<file path="config.mk">
export PLATFORM = sky130hd
export DESIGN_NAME = double_ended_queue_unit_flat
export DESIGN_NICKNAME = d
export VERILOG_FILES = /design/src/deq_pkg.sv /design/src/deq_if.sv /design/src/deq_ctrl.sv /design/src/deq_dp.sv /design/src/double_ended_queue_unit.sv /design/src/flat_wrapper.sv
export SDC_FILE = /design/constraint.sdc
export NUM_CORES = 1
export LEC_CHECK = 0
export CORE_AREA = 3 3 312 314
export CTS_CLUSTER_DIAMETER = 80
export DETAILED_ROUTE_END_ITERATION = 8
export DIE_AREA = 0 0 315 317
export DONT_BUFFER_PORTS = 1
export GPL_TIMING_DRIVEN = 0
export PLACE_DENSITY = 0.36
export SYNTH_ARGS = -nofsm -noshare
export SYNTH_HDL_FRONTEND = slang
export SYNTH_SLANG_ARGS = --single-unit
</file>
<file path="constraint.sdc">
create_clock -name clk -period 8 [get_ports clk]
set_clock_uncertainty 0.1 [all_clocks]
set_input_delay 0.4 -clock clk [delete_from_list [all_inputs] [get_ports clk]]
set_output_delay 0.4 -clock clk [all_outputs]
set_load 0.02 [all_outputs]
</file>
<file path="src/deq_pkg.sv">
// Shared types and codes for the double-ended queue unit.
package deq_pkg;

  // Request codes carried by each input word
  typedef enum logic [1:0] {
    REQ_PUSH_FRONT = 2'd0,
    REQ_PUSH_REAR  = 2'd1,
    REQ_POP_FRONT  = 2'd2,
    REQ_POP_REAR   = 2'd3
  } req_t;

  // Result status codes
  typedef enum logic [1:0] {
    ST_DONE  = 2'd0,
    ST_FULL  = 2'd1,
    ST_EMPTY = 2'd2
  } status_t;

  // Controller states
  typedef enum logic {
    S_IDLE,
    S_EXEC
  } state_t;

  // Commands from controller to datapath
  typedef struct packed {
    logic capture;   // latch the incoming request word
    logic execute;   // perform the request and load the result register
  } deq_cmd_t;

  localparam int unsigned WORD_W = 32;
  localparam int unsigned CAP_W  = 5;
  localparam int unsigned OCC_W  = 5;
  localparam logic [CAP_W-1:0] CAP_RESET = 5'd16;

endpackage

</file>
<file path="src/deq_if.sv">
// Valid/ready channel interfaces for request and result words.
interface deq_in_if;
  import deq_pkg::*;
  logic                      valid;
  logic                      ready;
  req_t                      req_type;
  logic signed [WORD_W-1:0]  push_value;

  modport source (output valid, output req_type, output push_value, input ready);
  modport sink   (input valid, input req_type, input push_value, output ready);
endinterface

interface deq_out_if;
  import deq_pkg::*;
  logic                      valid;
  logic                      ready;
  logic signed [WORD_W-1:0]  pop_value;
  status_t                   status;
  logic [OCC_W-1:0]          occupancy;

  modport source (output valid, output pop_value, output status, output occupancy,
                  input ready);
  modport sink   (input valid, input pop_value, input status, input occupancy,
                  output ready);
endinterface

</file>
<file path="src/deq_ctrl.sv">
// Controller: request sequencing and result register handshake.
module deq_ctrl (
  input  logic              clk,
  input  logic              rst_n,
  input  logic              in_valid,
  output logic              in_ready,
  input  logic              out_ready,
  output logic              out_valid,
  output deq_pkg::deq_cmd_t cmd
);
  import deq_pkg::*;

  state_t state_r, state_nxt;
  logic   out_valid_r, out_valid_nxt;

  // State and result-valid registers
  always_ff @(posedge clk) begin
    if (!rst_n) begin
      state_r     <= S_IDLE;
      out_valid_r <= 1'b0;
    end else begin
      state_r     <= state_nxt;
      out_valid_r <= out_valid_nxt;
    end
  end

  // Next state and commands
  always_comb begin
    state_nxt     = state_r;
    cmd           = '0;
    in_ready      = 1'b0;
    out_valid_nxt = out_valid_r;
    if (out_valid_r && out_ready) begin
      out_valid_nxt = 1'b0;
    end
    case (state_r)
      S_IDLE: begin
        in_ready = 1'b1;
        if (in_valid) begin
          cmd.capture = 1'b1;
          state_nxt   = S_EXEC;
        end
      end
      S_EXEC: begin
        // run only once the result register is free or being emptied
        if (!out_valid_r || out_ready) begin
          cmd.execute   = 1'b1;
          out_valid_nxt = 1'b1;
          state_nxt     = S_IDLE;
        end
      end
      default: begin
        state_nxt = S_IDLE;
      end
    endcase
  end

  assign out_valid = out_valid_r;

endmodule

</file>
<file path="src/deq_dp.sv">
// Datapath: entry store, head pointer, entry count and result register.
module deq_dp #(
  parameter int unsigned DEPTH = 16
) (
  input  logic                              clk,
  input  logic                              rst_n,
  input  deq_pkg::deq_cmd_t                 cmd,
  input  logic                              cfg_we,
  input  logic [deq_pkg::CAP_W-1:0]         cfg_data,
  input  deq_pkg::req_t                     req_type,
  input  logic signed [deq_pkg::WORD_W-1:0] push_value,
  output logic signed [deq_pkg::WORD_W-1:0] pop_value,
  output deq_pkg::status_t                  status,
  output logic [deq_pkg::OCC_W-1:0]         occupancy
);
  import deq_pkg::*;

  localparam int unsigned AW = (DEPTH > 1) ? $clog2(DEPTH) : 1;
  localparam int unsigned CW = $clog2(DEPTH + 1);
  localparam int unsigned LW = (CW > CAP_W) ? CW : CAP_W;

  // Add modulo DEPTH; a < DEPTH, b <= DEPTH
  function automatic logic [AW-1:0] wrap_add(input logic [AW-1:0] a,
                                             input logic [CW-1:0] b);
    logic [AW:0] s;
    s = {1'b0, a} + (AW+1)'(b);
    if (s >= (AW+1)'(DEPTH)) begin
      s = s - (AW+1)'(DEPTH);
    end
    return s[AW-1:0];
  endfunction

  function automatic logic [AW-1:0] wrap_dec(input logic [AW-1:0] a);
    return (a == '0) ? AW'(DEPTH - 1) : a - AW'(1);
  endfunction

  logic [WORD_W-1:0]  mem [DEPTH];
  logic [CAP_W-1:0]   cap_r;
  logic [AW-1:0]      head_r, head_nxt;
  logic [CW-1:0]      count_r, count_nxt;
  req_t               req_r;
  logic [WORD_W-1:0]  word_r;
  logic [WORD_W-1:0]  rd_data_r;
  logic               pop_ok_r;
  status_t            stat_r, stat_nxt;
  logic [OCC_W-1:0]   occ_r;

  logic [LW-1:0]      limit_w, cap_w, dep_w;
  logic               is_full, is_empty, wr_en, rd_en, pop_ok;
  logic [AW-1:0]      addr;

  // Capacity register
  always_ff @(posedge clk) begin
    if (!rst_n) begin
      cap_r <= CAP_RESET;
    end else if (cfg_we) begin
      cap_r <= cfg_data;
    end
  end

  // Effective limit is capacity clipped to the built depth
  assign cap_w    = LW'(cap_r);
  assign dep_w    = LW'(DEPTH);
  assign limit_w  = (cap_w > dep_w) ? dep_w : cap_w;
  assign is_full  = LW'(count_r) >= limit_w;
  assign is_empty = (count_r == '0);

  // Request decode: pointer update, store address and status
  always_comb begin
    head_nxt  = head_r;
    count_nxt = count_r;
    stat_nxt  = ST_DONE;
    wr_en     = 1'b0;
    rd_en     = 1'b0;
    addr      = head_r;
    case (req_r)
      REQ_PUSH_FRONT: begin
        addr = wrap_dec(head_r);
        if (is_full) begin
          stat_nxt = ST_FULL;
        end else begin
          wr_en     = 1'b1;
          head_nxt  = addr;
          count_nxt = count_r + CW'(1);
        end
      end
      REQ_PUSH_REAR: begin
        addr = wrap_add(head_r, count_r);
        if (is_full) begin
          stat_nxt = ST_FULL;
        end else begin
          wr_en     = 1'b1;
          count_nxt = count_r + CW'(1);
        end
      end
      REQ_POP_FRONT: begin
        addr = head_r;
        if (is_empty) begin
          stat_nxt = ST_EMPTY;
        end else begin
          rd_en     = 1'b1;
          head_nxt  = wrap_add(head_r, CW'(1));
          count_nxt = count_r - CW'(1);
        end
      end
      REQ_POP_REAR: begin
        addr = wrap_add(head_r, count_r - CW'(1));
        if (is_empty) begin
          stat_nxt = ST_EMPTY;
        end else begin
          rd_en     = 1'b1;
          count_nxt = count_r - CW'(1);
        end
      end
      default: begin
        stat_nxt = ST_DONE;
      end
    endcase
  end

  assign pop_ok = rd_en;

  // Pointer and count registers
  always_ff @(posedge clk) begin
    if (!rst_n) begin
      head_r  <= '0;
      count_r <= '0;
    end else if (cmd.execute) begin
      head_r  <= head_nxt;
      count_r <= count_nxt;
    end
  end

  // Request word latch
  always_ff @(posedge clk) begin
    if (cmd.capture) begin
      req_r  <= req_type;
      word_r <= push_value;
    end
  end

  // Entry store, one access per request, registered read
  always_ff @(posedge clk) begin
    if (cmd.execute && wr_en) begin
      mem[addr] <= word_r;
    end
    if (cmd.execute && rd_en) begin
      rd_data_r <= mem[addr];
    end
  end

  // Result register
  always_ff @(posedge clk) begin
    if (cmd.execute) begin
      pop_ok_r <= pop_ok;
      stat_r   <= stat_nxt;
      occ_r    <= OCC_W'(count_nxt);
    end
  end

  assign pop_value = pop_ok_r ? rd_data_r : '0;
  assign status    = stat_r;
  assign occupancy = occ_r;

endmodule

</file>
<file path="src/double_ended_queue_unit.sv">
// Top level of the double-ended queue unit.
// A deque of signed 32-bit words in a circular store of DEPTH entries
// (2 to 1024). Each request word pushes or pops at the front or rear and
// yields exactly one result word: popped value (zero unless a pop was
// done), status (done, full, empty) and the entry count after the request,
// masked to 5 bits. A request passes through two states: the accept cycle,
// then the execute cycle in which the single store port is read or written and the
// head pointer and count update. The result is held in an output register,
// so the next request is accepted while the previous result still waits;
// a stalled result delays only the execute cycle of the following request.
// cfg_data sets the capacity (reset 16, clipped to DEPTH); write it only
// while the unit is idle. There is no clearing pass after reset.
module double_ended_queue_unit #(
  parameter int unsigned DEPTH = 16
) (
  input  logic                      clk,
  input  logic                      rst_n,
  input  logic                      cfg_we,
  input  logic [deq_pkg::CAP_W-1:0] cfg_data,
  deq_in_if.sink                    in_if,
  deq_out_if.source                 out_if
);
  import deq_pkg::*;

  deq_cmd_t cmd;

  deq_ctrl u_ctrl (
    .clk       (clk),
    .rst_n     (rst_n),
    .in_valid  (in_if.valid),
    .in_ready  (in_if.ready),
    .out_ready (out_if.ready),
    .out_valid (out_if.valid),
    .cmd       (cmd)
  );

  deq_dp #(
    .DEPTH (DEPTH)
  ) u_dp (
    .clk        (clk),
    .rst_n      (rst_n),
    .cmd        (cmd),
    .cfg_we     (cfg_we),
    .cfg_data   (cfg_data),
    .req_type   (in_if.req_type),
    .push_value (in_if.push_value),
    .pop_value  (out_if.pop_value),
    .status     (out_if.status),
    .occupancy  (out_if.occupancy)
  );

  // Execute only when the result register can take the result
  a_exec_slot: assert property (@(posedge clk) disable iff (!rst_n)
    cmd.execute |-> (!out_if.valid || out_if.ready))
    else $error("execute while result register is occupied");

  // An executed request always presents a result next cycle
  a_exec_result: assert property (@(posedge clk) disable iff (!rst_n)
    cmd.execute |=> out_if.valid)
    else $error("executed request produced no result");

  // Accepting a word closes the input until it has executed
  a_accept_close: assert property (@(posedge clk) disable iff (!rst_n)
    (in_if.valid && in_if.ready) |=> !in_if.ready)
    else $error("input reopened before execute");

  // A refused request returns a zero value
  a_refused_zero: assert property (@(posedge clk) disable iff (!rst_n)
    (out_if.valid && (out_if.status == ST_FULL || out_if.status == ST_EMPTY))
      |-> (out_if.pop_value == '0))
    else $error("refused request returned a nonzero value");

endmodule

</file>
<file path="src/flat_wrapper.sv">
// flat-port wrapper written by rule: the top's interface ports become plain ports
module double_ended_queue_unit_flat import deq_pkg::*;
#(
  parameter int unsigned DEPTH = 16
)
  (clk, rst_n, cfg_we, cfg_data, in_if_valid, in_if_req_type, in_if_push_value, in_if_ready, out_if_valid, out_if_pop_value, out_if_status, out_if_occupancy, out_if_ready);
  deq_in_if in_if_i ();
  deq_out_if out_if_i ();
  input  logic clk;
  input  logic rst_n;
  input  logic cfg_we;
  input  logic [deq_pkg::CAP_W-1:0] cfg_data;
  input wire logic [$bits(in_if_i.valid)-1:0] in_if_valid;
  input wire logic [$bits(in_if_i.req_type)-1:0] in_if_req_type;
  input wire logic [$bits(in_if_i.push_value)-1:0] in_if_push_value;
  output wire logic [$bits(in_if_i.ready)-1:0] in_if_ready;
  output wire logic [$bits(out_if_i.valid)-1:0] out_if_valid;
  output wire logic [$bits(out_if_i.pop_value)-1:0] out_if_pop_value;
  output wire logic [$bits(out_if_i.status)-1:0] out_if_status;
  output wire logic [$bits(out_if_i.occupancy)-1:0] out_if_occupancy;
  input wire logic [$bits(out_if_i.ready)-1:0] out_if_ready;
  assign in_if_i.valid = in_if_valid;
  assign in_if_i.req_type = in_if_req_type;
  assign in_if_i.push_value = in_if_push_value;
  assign in_if_ready = in_if_i.ready;
  assign out_if_valid = out_if_i.valid;
  assign out_if_pop_value = out_if_i.pop_value;
  assign out_if_status = out_if_i.status;
  assign out_if_occupancy = out_if_i.occupancy;
  assign out_if_i.ready = out_if_ready;
  double_ended_queue_unit #(.DEPTH(DEPTH)) u_core (.clk(clk), .rst_n(rst_n), .cfg_we(cfg_we), .cfg_data(cfg_data), .in_if(in_if_i), .out_if(out_if_i));
endmodule
</file>
# Word level (Yosys, flattened, before mapping)
# Memory sizes are Yosys's and may differ from the RTL's. A register that Yosys moved wholly into a read port is not among the register bits.
# Cells that the tools add are included.
# word_totals
memories,1
inputBits,44
out_inout_bits,41
ff_bits,58
ram_bits,512
# mem_list
name,words,word_bits,read_ports,rd_ports_with_merged_regs,write_ports,line,rtl
u_core.u_dp.mem,16,32,1,1,1,deq_dp.sv:37,logic [WORD_W-1:0] mem [DEPTH];
# classes
eq_ne,5
reduce_logical,12
n_addsub,9
bitwise,1
muxes,32
order_cmp,5
# op_table
operator,count
$mux W32,1
$mux W4,6
$mux W1,16
$pmux W4 S4,1
$sub A4 B1 Y4 const B,4
$ge A5 B5 Y1 const B,3
$mux W5,3
$add A4 B5 Y5,2
$pmux W5 S2,1
$pmux W4 S2,1
$add A4 B1 Y5 const B,1
$add A5 B1 Y5 const B,1
$ge A5 B5 Y1,1
$gt A5 B5 Y1 const B,1
$logic_not A5 Y1,1
$sub A5 B1 Y5 const B,1
$eq A2 B2 Y1 const B,2
$logic_not A4 Y1,1
$ne A2 B2 Y1 const B,2
$pmux W2 S2,1
$reduce_and A4 Y1,1
$reduce_or A2 Y1,2
$logic_and A1 B1 Y1,3
$eq A2 B1 Y1 const B,1
other kinds (7),7

# Depth between registers and ports, before layout
# depth
word_depth,8
mapped_depth,17
mapped_depth_nobuf,12

# Hierarchy
# Synthesis repeated with hierarchy kept, for this count alone.
# unflattened
cells_unflattened,1672
area_unflattened_um2,25036.5
# by_module_without_submodules
mod,seq_area_each_um2,area_each_um2,n_inst,cells_each
deq_dp,17877.1,24933.9,1,1663
deq_ctrl,40.0,102.6,1,9

# Worst setup path before layout
# No wires, ideal clock.
# synth_timing
path_kind,reg2reg
startpoint,register u_core.u_dp.count_r[0]
endpoint,memory u_core.u_dp.mem[13][0] (enable)
arrival_time_ns,5.708
t_required_ns,7.387
path_slack_ns,1.679
path_stages_with_launch,13
n_path_buf,2
cell_sequence,dfxtp_1 buf_4 inv_1 ha_1 o21ai_0 ha_1 a21o_1 a21oi_1 xnor3_1 nand3b_1 nand2_2 buf_6 nor4b_1
# synth_via
elab_chain_len,6
word_cells_on_any_way,16
classes_between,5 x add/sub; 3 x order compare; 7 x mux; 1 x reduce/logical
# synth_lines
item,line,rtl
start: declaration,deq_dp.sv:40,"logic [CW-1:0] count_r, count_nxt;"
start signal: assignment,deq_dp.sv:130,count_r <= count_nxt;
branches (longest 6 deep; another with $sub A5 B1 Y5),-,
end: declaration,deq_dp.sv:37,
# Parallel ways; which one is timed is not known.

# Worst setup path after layout
# layout_timing
startpoint,register u_core.u_dp.req_r[1]
endpoint,memory u_core.u_dp.mem[4][10] (enable)
# layout_via
elab_chain_len,6
word_cells_on_any_way,10
classes_between,3 x eq/ne; 4 x mux; 3 x reduce/logical
# layout_lines
item,line,rtl
start: declaration,deq_dp.sv:41,req_t req_r;
start signal: assignment,deq_dp.sv:137,req_r <= req_type;
$eq A2 B1 Y1 / $logic_not A2 Y1 (equally long branches),deq_dp.sv:76,case (req_r)
$reduce_or A2 Y1 (no line),-,
$mux W1,-,
$logic_and A1 B1 Y1,deq_dp.sv:144,if (cmd.execute && wr_en) begin
$mux W1,deq_dp.sv:144,
$mux W1 (not written as such),deq_dp.sv:145,mem[addr] <= word_r;
# Several ways; a longest one is shown, not always the timed one.

==> results.md <==
- Status: finished clean
- Nets@finish: 1901
- Setup violation total in the final timing report: 0
- Commonest non-fill, non-tap cell in the layout: edfxtp_1
- Worst ir drop on vdd: 0.1281 mV
- EDFF count, synth: 586
- Cell Chain, Critical Path: clkbuf_1, buf_2, nand2_1, xnor2_1, ha_1, and2_1, nor2_2, buf_2, buf_2, nand2b_1, nor3_2, buf_6, buf_6
- Core box area: 94870 µm²
- Routed WL: 72530 µm
- Post-DP HPWL: 49650 µm
- Number of max-cap violations: 0
- PnR Total Power: 7.878 mW
- Yosys warning count: 0
- Main combinational cell family by area after synthesis: simple AND/OR/NAND/NOR gates
- Crit path largest cell delay: 0.84 ns
- Crit path max-delay cell type: nor3_2
- CTS root buffer: clkbuf_16
- I/O pin cnt: 85
- Clk buf depth: 3
- Compound-Gate Fraction of Synth Area: 0.04366
- RSZ-0062 raised after global routing: false
- N_diodes: 0
- Pins Over Slew Limit: 0
- Worst setup SP type: flip-flop
- Mux contribution to synthesized area: 0.02967
- Clk slew on worst S/H paths: 0.06 ns
- Leak Pwr: 9.718 nW
- CTS Buf Count: 72
- Most Frequent Cell on Critical Path: buf_2
- Routed Antenna Nets: 0
- Metal2 WL: 34830 µm
- Max layer used: met4
- Iter 0 DRT Violations: 916
- Simple-gate area share of the yosys netlist: 0.1345
- P&R area growth vs syn: 21.98%
- Antenna violations before repair: 2
- Pre-Repair DR Iteration Count: 5
- Commonest non-fill, non-tap cells in the layout: edfxtp_1, nand2_1, nand3_1
- Distinct cell type count after synthesis: 58
- CTS tree: built
- Via density: 4.453
- Worst skew pair latency: 0.61 ns
- Worst Path Arrival: 5.28 ns
- Total setup buffers inserted after CTS: 0
- Setup TNS: 0 ns
- Fin crit share: 0.6351
- IO buf count: 0
- Hold wc startpoint: cfg_we
- Routability Congestion: 0.7249
- Ys flop type: edfxtp_1
- Met1 wire length: 33310 µm
- Max frequency: 0.1968 GHz
- Total GRT Usage: 0.1450
- Starting Density: 0.2489
- Post-Syn Nets: 1712
- P per Cell Area: 273.5 nW/µm²
- CP Max Fanout: 10
- Worst R2R Start: u_core.u_dp.req_r[1]
- Worst setup startpoint: u_core.u_dp.req_r[1]
- Row count: 113
- Post-synthesis cell area: 23610 µm²
- Xor/xnor share of the synthesized area: 0.003921
- Sequential-to-total area share from yosys stat: 0.7588
- Met3 WL: 3149 µm
- Hold Fails Final Rpt: 0
- Tightest Pin Transition: 1.084 ns
- CP required: 8.20 ns
- Vias: 14099
- Fin crit period: 5.081 ns
- Crit. End Element: flip-flop
- Drt drc: 0
- GRT Residual Overflow: 0
- Syn Area/Cell: 14.28 µm²
- Worst Path Class, Setup: reg -> reg
- Die area: 99860 µm²
- CTS HTree Levels: 3
- Slew HR: 0.2774
- Synth Area in Adders: 0.007736
- Share of layout cells above drive strength 1: 0.1273
- Global-route wire length before repair: 104400 µm
- Largest net degree at the start of global routing: 20
- DIE WIDTH: 315 µm
- Hold crit path type: in -> reg
- Ys async rst share: 0
- Seq cells post-synth: 602
- Post-Syn Instances: 1654
- Number of global-route vias before repair: 14413
- Die height: 317 µm
- Total clock sinks: 602
- WL/cell: 22.91 µm
[routing by layer]
metal  track usage  vias to the layer above
met5             0                        -
met1        0.1970                     7135
met2        0.2414                      297
li1              -                     6580
met4       0.03763                        0
met3       0.02340                       87
[cell families after synthesis]
family / Yosys count
simple gates: 706
flops: 602
compound gates: 141
buf+inv: 112
mux: 70
fa+ha+maj: 14
xor+xnor: 9
[through the flow]
stage / util / area (µm²) / setup WS [ns] / hold WS, ns / instances
floorplan: - / 23610 / 1.679 / 0.3520 / 1654
global placement: 0.2656 / 25200 / -3.652 / 0.3729 / 2919
detailed placement: 0.2754 / 26130 / 2.843 / 0.3849 / 2992
CTS: 0.3036 / 28810 / 2.789 / 0.1031 / 3166
global route: 0.3036 / 28810 / 2.553 / 0.1431 / 3166
finish: 0.3036 / 28810 / 2.919 / 0.1441 / 3166
[Yosys cell counts, types with 11 or more instances]
master / count / share of area
edfxtp_1: 586 / 0.75
nand2_1: 406 / 0.065
nand3_1: 165 / 0.035
mux2i_1: 70 / 0.030
a32oi_1: 63 / 0.023
buf_2: 41 / 0.0087
clkbuf_1: 40 / 0.0064
and2_1: 36 / 0.0095
nand4_1: 34 / 0.0090
o21ai_1: 32 / 0.0068
dfxtp_1: 16 / 0.014
nor2_1: 16 / 0.0025
inv_1: 14 / 0.0022
a21oi_1: 13 / 0.0028
ha_1: 13 / 0.0069
nor3_1: 11 / 0.0023
[area by class of cell]
cell class | instances | area, µm²
fill | 9446 | 66060
sequential | 602 | 17920
multi-input combinational | 940 | 5289
clock buffer | 94 | 1969
tap | 1265 | 1583
timing repair buffer | 115 | 1249
buffer | 98 | 460.4
clock inverter | 38 | 285.3
inverter | 14 | 52.55
[worst paths after layout]
| kind | endpoint | slack [ns] | cells past startpoint |
|---|---|---|---|
| min | u_core.u_dp.cap_r[1] | 0.14 | 3 |
| max | u_core.u_dp.mem[4][10] | 2.92 | 13 |
| max reg2reg | u_core.u_dp.mem[4][10] | 2.92 | 13 |
| min reg2reg | u_core.u_dp.cap_r[0] | 0.39 | 2 |
[repair_timing]
item                                   4_1_cts  5_1_grt
gates resized for setup                      0        0
endpoints found under the hold margin       45        0
hold buffers                                42        0
[power breakdown]
| group | leakage [nW] | switching [mW] | internal (mW) |
|---|---|---|---|
| Clock | 1.10 | 1.28 | 1.86 |
| Sequential | 5.43 | 0.0698 | 3.56 |
| Combinational | 3.19 | 0.797 | 0.315 |
| Total | 9.72 | 2.14 | 5.74 |
[state kept, by name (all words and copies together) (netlist names), 4 cells and up]
name                   flops
u_core.u_dp.word_r        32
u_core.u_dp.rd_data_r     32
u_core.u_dp.count_r        5
u_core.u_dp.mem          512
u_core.u_dp.head_r         4
u_core.u_dp.occupancy      5
u_core.u_dp.cap_r          5
[worst max-delay path, delay by kind of cell (launching register included)]
family	cells	cell delay, ns
xor+xnor	1	0.21
fa+ha+maj	1	0.26
buf+inv	6	1.95
simple gates	5	1.90
flops	1	0.31
Power figures use the tool's default switching activity.
